File: src/rtl/sxb_pkg.sv
// Package: widths, word types, register indexes and defaults of the seam cross-fade blend.
package sxb_pkg;

	localparam int PIX_W     = 8;
	localparam int CFG_W     = 12;
	localparam int COL_W     = 11;
	localparam int CH_N      = 3;
	localparam int QUO_BITS  = PIX_W;
	localparam int NUM_W     = PIX_W + CFG_W;
	localparam int CFG_IDX_W = 1;

	localparam int MAX_HALF_WIDTH_DEF = 2048;

	localparam logic [CFG_W-1:0] HALF_WIDTH_RST = CFG_W'(1024);
	localparam logic [CFG_W-1:0] SEAM_WIDTH_RST = CFG_W'(64);

	localparam logic [CFG_IDX_W-1:0] REG_HALF_WIDTH = 1'b0;
	localparam logic [CFG_IDX_W-1:0] REG_SEAM_WIDTH = 1'b1;

	typedef logic [PIX_W-1:0] pix_t;
	typedef pix_t [CH_N-1:0]  rgb_t;
	typedef logic [NUM_W-1:0] num_t;
	typedef num_t [CH_N-1:0]  num3_t;

	typedef struct packed {
		logic             seam;
		rgb_t             prim;
		rgb_t             sec;
		logic [CFG_W-1:0] k;
		logic [CFG_W-1:0] sk;
		logic [CFG_W-1:0] sw;
	} front_t;

	typedef struct packed {
		logic             seam;
		rgb_t             prim;
		logic [CFG_W-1:0] sw;
		num3_t            rem;
		rgb_t             quo;
	} cell_t;

endpackage

File: src/rtl/sxb_front.sv
// Front stage: clamps the configuration, finds the seam zone and the two weights.
module sxb_front #(
	parameter int MAX_HALF_WIDTH = sxb_pkg::MAX_HALF_WIDTH_DEF
) (
	input  logic                     clk,
	input  logic                     arst_n,
	input  logic                     in_valid,
	output logic                     in_stall,
	input  logic [sxb_pkg::COL_W-1:0] column,
	input  sxb_pkg::rgb_t            prim,
	input  sxb_pkg::rgb_t            sec,
	input  logic [sxb_pkg::CFG_W-1:0] half_width,
	input  logic [sxb_pkg::CFG_W-1:0] seam_width,
	output logic                     out_valid,
	input  logic                     out_stall,
	output sxb_pkg::front_t          out_word
);
	import sxb_pkg::*;

	localparam int CFG_MAX = (1 << CFG_W) - 1;
	localparam int HCAP    = (MAX_HALF_WIDTH > CFG_MAX) ? CFG_MAX : MAX_HALF_WIDTH;
	localparam logic [CFG_W-1:0] HALF_CAP = CFG_W'(HCAP);

	logic             valid_s1;
	front_t           word_s1;
	logic             load;
	logic [CFG_W-1:0] h;
	logic [CFG_W-1:0] s;
	logic [CFG_W-1:0] start;
	logic [CFG_W-1:0] col_x;
	front_t           word_d;

	assign in_stall  = valid_s1 && out_stall;
	assign load      = !in_stall;
	assign out_valid = valid_s1;
	assign out_word  = word_s1;

	always_comb begin
		h     = (half_width > HALF_CAP) ? HALF_CAP : half_width;
		s     = (seam_width > h) ? h : seam_width;
		start = h - s;
		col_x = {{(CFG_W-COL_W){1'b0}}, column};
		word_d.seam = (s != '0) && (col_x >= start) && (col_x < h);
		word_d.prim = prim;
		word_d.sec  = sec;
		word_d.k    = col_x - start;
		word_d.sk   = s - (col_x - start);
		word_d.sw   = s;
	end

	always_ff @(posedge clk or negedge arst_n) begin
		if (!arst_n) begin
			valid_s1 <= 1'b0;
		end else if (load) begin
			valid_s1 <= in_valid;
		end
	end

	always_ff @(posedge clk) begin
		if (load && in_valid) begin
			word_s1 <= word_d;
		end
	end

endmodule

File: src/rtl/sxb_weight.sv
// Weight stage: forms the weighted sum of primary and secondary for each channel.
module sxb_weight (
	input  logic            clk,
	input  logic            arst_n,
	input  logic            in_valid,
	output logic            in_stall,
	input  sxb_pkg::front_t in_word,
	output logic            out_valid,
	input  logic            out_stall,
	output sxb_pkg::cell_t  out_word
);
	import sxb_pkg::*;

	logic  valid_s2;
	cell_t word_s2;
	cell_t word_d;
	logic  load;

	assign in_stall  = valid_s2 && out_stall;
	assign load      = !in_stall;
	assign out_valid = valid_s2;
	assign out_word  = word_s2;

	always_comb begin
		word_d.seam = in_word.seam;
		word_d.prim = in_word.prim;
		word_d.sw   = in_word.sw;
		word_d.quo  = '0;
		for (int c = 0; c < CH_N; c++) begin
			word_d.rem[c] = ({{CFG_W{1'b0}}, in_word.prim[c]} * {{PIX_W{1'b0}}, in_word.k})
				+ ({{CFG_W{1'b0}}, in_word.sec[c]} * {{PIX_W{1'b0}}, in_word.sk});
		end
	end

	always_ff @(posedge clk or negedge arst_n) begin
		if (!arst_n) begin
			valid_s2 <= 1'b0;
		end else if (load) begin
			valid_s2 <= in_valid;
		end
	end

	always_ff @(posedge clk) begin
		if (load && in_valid) begin
			word_s2 <= word_d;
		end
	end

endmodule

File: src/rtl/sxb_div_cell.sv
// Divider cell: settles one quotient bit of all three channels and hands the word on.
module sxb_div_cell #(
	parameter int BIT = 0
) (
	input  logic           clk,
	input  logic           arst_n,
	input  logic           in_valid,
	output logic           in_stall,
	input  sxb_pkg::cell_t in_word,
	output logic           out_valid,
	input  logic           out_stall,
	output sxb_pkg::cell_t out_word
);
	import sxb_pkg::*;

	logic  valid_q;
	cell_t word_q;
	cell_t word_d;
	num_t  div_sh;
	logic  load;

	assign in_stall  = valid_q && out_stall;
	assign load      = !in_stall;
	assign out_valid = valid_q;
	assign out_word  = word_q;

	always_comb begin
		div_sh = {{PIX_W{1'b0}}, in_word.sw} << BIT;
		word_d = in_word;
		for (int c = 0; c < CH_N; c++) begin
			if (in_word.rem[c] >= div_sh) begin
				word_d.rem[c]      = in_word.rem[c] - div_sh;
				word_d.quo[c][BIT] = 1'b1;
			end
		end
	end

	always_ff @(posedge clk or negedge arst_n) begin
		if (!arst_n) begin
			valid_q <= 1'b0;
		end else if (load) begin
			valid_q <= in_valid;
		end
	end

	always_ff @(posedge clk) begin
		if (load && in_valid) begin
			word_q <= word_d;
		end
	end

endmodule

File: src/rtl/seam_crossfade_pixel_blend.sv
// Top level: seam cross-fade pixel blend, front and weight stages, divider cell row, output word.
//
//  channel | handshake              | payload
//  --------+------------------------+---------------------------------------------
//  in      | in_valid / in_stall    | column, primary_*, secondary_*
//  out     | out_valid / out_stall  | out_red, out_green, out_blue, in_seam
//  cfg     | cfg_wen                | cfg_index, cfg_data (0 half_width, 1 seam_width)
//
// One word per cycle sustained while out_stall is low; a word passes through
// front, weight, eight divider cells and the output register, one quotient bit per cell.
// Reset clears every valid bit and loads half_width 1024, seam_width 64; no clearing pass.
// A stall on the output holds only the full stages; in_stall rises once every stage is full.
module seam_crossfade_pixel_blend #(
	parameter int MAX_HALF_WIDTH = sxb_pkg::MAX_HALF_WIDTH_DEF
) (
	input  logic                         clk,
	input  logic                         arst_n,
	input  logic                         in_valid,
	output logic                         in_stall,
	input  logic [sxb_pkg::COL_W-1:0]     column,
	input  logic [sxb_pkg::PIX_W-1:0]     primary_red,
	input  logic [sxb_pkg::PIX_W-1:0]     primary_green,
	input  logic [sxb_pkg::PIX_W-1:0]     primary_blue,
	input  logic [sxb_pkg::PIX_W-1:0]     secondary_red,
	input  logic [sxb_pkg::PIX_W-1:0]     secondary_green,
	input  logic [sxb_pkg::PIX_W-1:0]     secondary_blue,
	output logic                         out_valid,
	input  logic                         out_stall,
	output logic [sxb_pkg::PIX_W-1:0]     out_red,
	output logic [sxb_pkg::PIX_W-1:0]     out_green,
	output logic [sxb_pkg::PIX_W-1:0]     out_blue,
	output logic                         in_seam,
	input  logic                         cfg_wen,
	input  logic [sxb_pkg::CFG_IDX_W-1:0] cfg_index,
	input  logic [sxb_pkg::CFG_W-1:0]     cfg_data
);
	import sxb_pkg::*;

	logic [CFG_W-1:0] half_width_q;
	logic [CFG_W-1:0] seam_width_q;

	rgb_t   prim;
	rgb_t   sec;
	logic   front_valid;
	logic   front_stall;
	front_t front_word;

	logic                valid_c [QUO_BITS+1];
	logic                stall_c [QUO_BITS+1];
	cell_t               word_c  [QUO_BITS+1];

	logic   out_valid_q;
	rgb_t   out_rgb_q;
	logic   out_seam_q;
	logic   out_load;
	cell_t  last_word;
	logic   last_valid;

	always_ff @(posedge clk or negedge arst_n) begin
		if (!arst_n) begin
			half_width_q <= HALF_WIDTH_RST;
			seam_width_q <= SEAM_WIDTH_RST;
		end else if (cfg_wen) begin
			unique case (cfg_index)
				REG_HALF_WIDTH: half_width_q <= cfg_data;
				REG_SEAM_WIDTH: seam_width_q <= cfg_data;
				default: ;
			endcase
		end
	end

	assign prim[0] = primary_red;
	assign prim[1] = primary_green;
	assign prim[2] = primary_blue;
	assign sec[0]  = secondary_red;
	assign sec[1]  = secondary_green;
	assign sec[2]  = secondary_blue;

	sxb_front #(
		.MAX_HALF_WIDTH(MAX_HALF_WIDTH)
	) u_front (
		.clk       (clk),
		.arst_n    (arst_n),
		.in_valid  (in_valid),
		.in_stall  (in_stall),
		.column    (column),
		.prim      (prim),
		.sec       (sec),
		.half_width(half_width_q),
		.seam_width(seam_width_q),
		.out_valid (front_valid),
		.out_stall (front_stall),
		.out_word  (front_word)
	);

	sxb_weight u_weight (
		.clk      (clk),
		.arst_n   (arst_n),
		.in_valid (front_valid),
		.in_stall (front_stall),
		.in_word  (front_word),
		.out_valid(valid_c[0]),
		.out_stall(stall_c[0]),
		.out_word (word_c[0])
	);

	for (genvar i = 0; i < QUO_BITS; i++) begin : g_cell
		sxb_div_cell #(
			.BIT(QUO_BITS - 1 - i)
		) u_cell (
			.clk      (clk),
			.arst_n   (arst_n),
			.in_valid (valid_c[i]),
			.in_stall (stall_c[i]),
			.in_word  (word_c[i]),
			.out_valid(valid_c[i+1]),
			.out_stall(stall_c[i+1]),
			.out_word (word_c[i+1])
		);
	end

	assign last_word           = word_c[QUO_BITS];
	assign last_valid          = valid_c[QUO_BITS];
	assign stall_c[QUO_BITS]   = out_valid_q && out_stall;
	assign out_load            = !stall_c[QUO_BITS];

	always_ff @(posedge clk or negedge arst_n) begin
		if (!arst_n) begin
			out_valid_q <= 1'b0;
		end else if (out_load) begin
			out_valid_q <= last_valid;
		end
	end

	always_ff @(posedge clk) begin
		if (out_load && last_valid) begin
			out_rgb_q  <= last_word.seam ? last_word.quo : last_word.prim;
			out_seam_q <= last_word.seam;
		end
	end

	assign out_valid = out_valid_q;
	assign out_red   = out_rgb_q[0];
	assign out_green = out_rgb_q[1];
	assign out_blue  = out_rgb_q[2];
	assign in_seam   = out_seam_q;

	a_accept_fills_front: assert property (@(posedge clk) disable iff (!arst_n)
		(in_valid && !in_stall) |=> front_valid)
		else $error("accepted word did not reach the front stage");

	a_stall_only_when_full: assert property (@(posedge clk) disable iff (!arst_n)
		in_stall |-> (out_valid && out_stall && last_valid && front_valid))
		else $error("input stalled while the pipeline had room");

	a_last_cell_holds: assert property (@(posedge clk) disable iff (!arst_n)
		(last_valid && out_valid && out_stall) |=> last_valid)
		else $error("last divider cell dropped a word under output stall");

	a_remainder_below_divisor: assert property (@(posedge clk) disable iff (!arst_n)
		(last_valid && last_word.seam) |->
			((last_word.rem[0] < {{PIX_W{1'b0}}, last_word.sw})
			&& (last_word.rem[1] < {{PIX_W{1'b0}}, last_word.sw})
			&& (last_word.rem[2] < {{PIX_W{1'b0}}, last_word.sw})))
		else $error("divider remainder not below seam width");

endmodule
File: config.mk
export PLATFORM = sky130hd
export DESIGN_NAME = seam_crossfade_pixel_blend
export DESIGN_NICKNAME = d
export VERILOG_FILES = /design/src/rtl/sxb_pkg.sv /design/src/rtl/sxb_front.sv /design/src/rtl/sxb_weight.sv /design/src/rtl/sxb_div_cell.sv /design/src/rtl/seam_crossfade_pixel_blend.sv
export SDC_FILE = /design/constraint.sdc
export NUM_CORES = 2
export LEC_CHECK = 0
export BUFFER_PORTS_ARGS = -buffer_cell sky130_fd_sc_hd__buf_4
export CORE_UTILIZATION = 59
export DETAILED_ROUTE_END_ITERATION = 7
export PLACE_DENSITY_LB_ADDON = 0.15
export SLEW_MARGIN = 20
export SYNTH_ARGS = -nofsm -noshare
export SYNTH_HDL_FRONTEND = slang
export SYNTH_SLANG_ARGS = --single-unit
File: constraint.sdc
create_clock -name clk -period 15.33 [get_ports clk]
set_input_delay 1.533 -clock clk [delete_from_list [all_inputs] [get_ports clk]]
set_output_delay 1.533 -clock clk [all_outputs]
set_load 0.02 [all_outputs]
; Yosys cells after proc, flatten, opt, wreduce, memory -nomap -nowiden
; Index checks and enable logic that the tools add are counted.
[word_totals]
latch_bits = 0
ramBits = 0
wordCells = 264
input_bits = 77
mem_bits_ro = 0
mem_count = 0
out_inout_bits = 27
reg_bits = 1054
[op_classes]
muxes = 24
n_eq_ne = 0
reduce_logical = 38
shifts = 0
n_lt_le_gt_ge = 28
div_mod_pow = 0
multipliers = 6
n_bitwise = 1
addsub = 27
[ops]
columns = operator, count
row1 = 2-to-1 mux 20 bit, 21
row2 = multiplier 8 x 12 -> 20 bit, 6
row3 = adder 20 bit, 3
row4 = greater-or-equal comparator 20 x 12 -> 1 bit, 3
row5 = greater-or-equal comparator 20 x 13 -> 1 bit, 3
row6 = greater-or-equal comparator 20 x 14 -> 1 bit, 3
row7 = greater-or-equal comparator 20 x 15 -> 1 bit, 3
row8 = greater-or-equal comparator 20 x 16 -> 1 bit, 3
row9 = greater-or-equal comparator 20 x 17 -> 1 bit, 3
row10 = greater-or-equal comparator 20 x 18 -> 1 bit, 3
row11 = greater-or-equal comparator 20 x 19 -> 1 bit, 3
row12 = subtractor 20 x 13 -> 20 bit, 3
row13 = subtractor 20 x 14 -> 20 bit, 3
row14 = subtractor 20 x 15 -> 20 bit, 3
row15 = subtractor 20 x 16 -> 20 bit, 3
row16 = subtractor 20 x 17 -> 20 bit, 3
row17 = subtractor 20 x 18 -> 20 bit, 3
row18 = subtractor 20 x 19 -> 20 bit, 3
row19 = logical AND 1 bit, 24
row20 = 2-to-1 mux 12 bit, 2
row21 = 2-to-1 mux 24 bit, 1
row22 = subtractor 12 bit, 2
row23 = greater-or-equal comparator 11 x 12 -> 1 bit, 1
row24 = > comparator 12 bit, 1
row25 = 7 further kinds, 18

; Logic depth before layout (Yosys ltp)
[depth]
ltp_word = 13
mapped_depth = 34
depth_no_buf = 32

; Modules after synthesis
; From an unflattened synthesis, not the netlist that was laid out.
[unflattened]
hier_cells = 6684
hier_area_um2 = 78926.9
[by_module_without_submodules]
columns = module, instances, seq_area_each_um2, area_each_um2, cells_per_inst
row1 = sxb_weight, 1, 2937.8, 21902.3, 2263
row2 = sxb_div_cell at g_cell[7].u_cell, 1, 3658.5, 6491.2, 536
row3 = sxb_div_cell at g_cell[6].u_cell, 1, 3658.5, 6386.1, 500
row4 = sxb_div_cell at g_cell[3].u_cell, 1, 3658.5, 6302.3, 511
row5 = sxb_div_cell at g_cell[1].u_cell, 1, 3658.5, 6252.2, 464
row6 = sxb_div_cell at g_cell[4].u_cell, 1, 3658.5, 6228.5, 496
row7 = sxb_div_cell at g_cell[5].u_cell, 1, 3658.5, 6200.9, 490
row8 = sxb_div_cell at g_cell[2].u_cell, 1, 3658.5, 6148.4, 486
row9 = sxb_div_cell at g_cell[0].u_cell, 1, 3658.5, 6069.6, 441
row10 = sxb_front, 1, 2577.5, 4899.7, 389
row11 = seam_crossfade_pixel_blend, 1, 1378.8, 2045.7, 108

; Worst setup path before layout
; Ideal clock, no wire load.
[synth_timing]
path_type = input-to-reg
start = input out_stall
end = register g_cell[2].u_cell.word_q, in the netlist g_cell[2].u_cell.out_word[100], enable pin
t_arrival_ns = 7.207
n_path_buf = 0
setup_time_ns = 0.634
path_slack_ns = 7.489
t_required_ns = 14.696
cell_stages = 4
path_cell_list = nand3_1 -> nor2_1 -> and3_1 -> a31oi_1
[synth_between]
elab_chain_cells = 9
[synth_lines]
columns = item, line
row1 = start: declaration, seam_crossfade_pixel_blend.sv:28  ; input logic out_stall,
row2 = logical AND 1 bit, seam_crossfade_pixel_blend.sv:124  ; assign stall_c[QUO_BITS] = out_valid_q && out_stall;
row3 = logical AND 1 bit (6 in series), sxb_div_cell.sv:22  ; assign in_stall = valid_q && out_stall;
row4 = logical NOT 1 bit, sxb_div_cell.sv:23  ; assign load = !in_stall;
row5 = logical AND 1 bit, sxb_div_cell.sv:47  ; if (load && in_valid) begin
row6 = end signal: assignment, sxb_div_cell.sv:48  ; word_q <= word_d;
row7 = end: declaration, sxb_div_cell.sv:17  ; cell_t word_q;
; Every way passes these cells.
; A chain may end at the register's enable or synchronous reset.

==> flow_summary_export.csv <==
group,metric,value,unit
setup_path,worstReg2RegStart,"half_width_q[11]",
cts,htreeDepth,3,
sta,fin_crit,6.95,ns
die,io_pins,104,
setup_path,cpPeakStageDelay,0.49,ns
route,via_count,42100,
setup_path,cp.arrival,7.41,ns
logic_synthesis,ys_warn_count,0,
route,drt_iter0_markers,2351,
logic_synthesis,synth.cell_area,68700,um^2
placed_design,hpwl,120000,um
grt,grt-ovfl-total,0,
route,drc,0,
setup_path,cp_max_fo,22,
status,status,"finished clean",
sta,fin_crit_sh,45.3,%
sta,hold_slack,0.384,ns
grt,grt_pass1_wl,240000,um
sta,slew-limit-headroom,28.5,%
sta,tightest_slew,1.07,ns
sta,setup_tns,0,ns
die,num_rows,124,
logic_synthesis,synth-main-ff-cell,"edfxtp_1",
die,initial_core_util,59.8,%
setup_path,startpoint,"half_width_q[11]",
die,dieArea,118000,um^2
grt,antenna_found_initial,2,
layout,fin_nets,7096,
cts,clockBufferDepth,3,
setup_path,setup.worst_path.end,"u_front.out_word[23]",
setup_path,r2r_cells,30,
grt,grt_pass1_vias,43700,
cts,clk_pin_slew_worst_paths,0.06,ns
cts,cts_made_buffers,111,
layout,final-seq-area,31500,um^2
route,postRouteAntennaNets,0,
route,vias_per_cell,5.54,
logic_synthesis,syn_nets,6993,
sta,drv_slew,0,
logic_synthesis,synth_area_per_cell,11.7,um^2
route,routedWlPerCell,20.2,um
layout,multiInputGateArea,33700,um^2
sta,hold_viol_final,0,
cts,postCtsSetupBuffers,0,
setup_path,end_kind,"flip-flop",
die,die_w,343,um
grt,grt_usage,26.7,%
route,drt_wl_total,154000,um
placed_design,io_buffers,103,
setup_path,cp_slowest_cell,"mux2i_1",
job,drv_cap,0,
layout,antennaDiodeCount,0,
setup_path,worstPathRequired,15.80,ns
layout,layout-drive-gt1-share,7.67,%
layout,fill_cells,8683,
cts,clock_latency,0.75,ns
setup_path,r2r_end,"u_front.out_word[23]",
logic_synthesis,ys_ff_latch,1054,
setup_path,critPathLaunchType,"flip-flop",
sta,finalSetupViolations,0,
setup_path,critPathKind,"flip-flop to flip-flop",
logic_synthesis,synth.distinct_cells,81,
hold_path,hp-class,"flip-flop to flip-flop",
logic_synthesis,async_flop_share,3.32,%
logic_synthesis,yosysSeqAreaShare,45.8,%
die,die_h,343,um
cts,cts_root_buffer,"clkbuf_16",
placed_design,gp_congestion,0.961,
setup_path,r2r_setup_slack,8.38,ns
cts,cts_tree,"built",
logic_synthesis,synthCells,5893,
sta,rsz0062_at_grt,"no",
grt,grt_max_degree,76,
sta,clock_skew,0.0674,ns
setup_path,crit_top_cell,"ha_1",
logic_synthesis,synth-edff-count,1019,
route,first_pass_iters,6,
cts,cts_resized,0,
layout,mostFrequentLayoutCell,"edfxtp_1",
cts,ctsHoldBuffers,0,
sta,fmax,0.144,GHz
cts,cts.sinks,1054,
layout,area_growth,9.14,%
layout,layout_common_cells,"1019 x edfxtp_1, 799 x inv_1, 557 x nand2_1, 543 x ha_1, 480 x fa_1",
die,core,115000,um^2
==> metal layers <==
metal | GRT usage (%) | wire [um]
met1 | 30.2 | 58900
met2 | 48.9 | 80200
met3 | 3.13 | 5290
met4 | 15.2 | 9350
met5 | 0 | 0
==> kinds of logic (layout without fill, tap and decap cells) <==
group / count (synthesis) / after routing / share of synthesized area (%)
and+or+nand+nor: 1573 / 1573 / 11.3
DFF: 1054 / 1054 / 45.8
adders and majority gates: 1023 / 1023 / 23.9
buffers and inverters: 954 / 1152 / 5.26
AOI/OAI and AO/OA: 851 / 851 / 7.72
xor gates and xnor gates: 307 / 307 / 3.91
muxes: 131 / 131 / 2.13
==> synth_stat cells, drive strengths merged (28+ instances only) <==
master	number	area [um^2]
dfrtp	33	826
edfxtp	1019	30600
nand2b	73	459
o21bai	32	240
nor3	54	275
xnor2	204	1790
mux2i	32	320
mux2	99	1140
ha	543	6790
nor2b	77	489
and2	300	1880
nor2	273	1020
fa	480	9610
nand4	44	275
xor2	103	902
nand2	557	2090
a21boi	49	375
o31ai	32	240
nor4	31	194
o21a	28	210
inv	799	3000
o21ai	236	1190
a21o	86	647
nand3	61	305
a21oi	274	1380
clkbuf	138	518
==> registers in the layout, summed over array words and instances, names as in the netlist, 8 cells and up <==
signal,count
u_front.out_word,85
half_width_q,12
g_cell.u_cell.out_valid,8
seam_width_q,12
u_weight.out_word,97
out_red,8
out_blue,8
out_green,8
g_cell.u_cell.out_word,812
==> metrics by stage <==
| stage | area [um^2] | utilization, % | worst slack (ns) | cells |
|---|---|---|---|---|
| after global placement | 71100 | 61.9 | 8.73 | 7395 |
| after global routing | 75000 | 65.3 | 7.80 | 7603 |
| final | 75000 | 65.3 | 8.38 | 7603 |
| after CTS | 75000 | 65.3 | 8.47 | 7603 |
| after floorplan | 68700 | - | 7.49 | 5893 |
| after detailed placement | 71100 | 61.9 | 8.54 | 7395 |
==> worst max-delay path: cells and delay by family (launching register included) <==
| kind | cells | cell delay [ns] |
|---|---|---|
| buffers and inverters | 2 | 0.46 |
| flip-flops | 1 | 0.43 |
| AO/OA/AOI/OAI | 12 | 2.46 |
| multiplexers | 1 | 0.49 |
| XOR/XNOR | 3 | 0.46 |
| adder cells (fa/ha/maj) | 4 | 1.31 |
| AND/OR/NAND/NOR | 8 | 1.07 |
==> layout make-up <==
class	instances	area share, %
clock inverter	78	1.33
inverter	799	4.00
clock buffer	130	3.80
timing repair buffer	145	1.45
sequential	1054	42.0
tap	1512	2.52
multi-input combinational	3885	44.9
==> worst min path at each step <==
stage / startpoint / end / cells after the start / slack [ns]
after floorplan: u_weight.out_word[100] / g_cell[0].u_cell.out_word[100] / 0 / 0.40
after global placement: u_front.out_word[6] / u_weight.out_word[90] / 0 / 0.40
after detailed placement: u_weight.out_word[97] / g_cell[0].u_cell.out_word[97] / 0 / 0.40
after CTS: u_weight.out_word[97] / g_cell[0].u_cell.out_word[97] / 0 / 0.39
after global routing: u_weight.out_word[114] / g_cell[0].u_cell.out_word[114] / 0 / 0.38
final: u_weight.out_word[97] / g_cell[0].u_cell.out_word[97] / 0 / 0.38
Power is left out: the tool's default activity adds up to more than one toggle a clock period on the data nets, which glitch-free logic cannot reach.
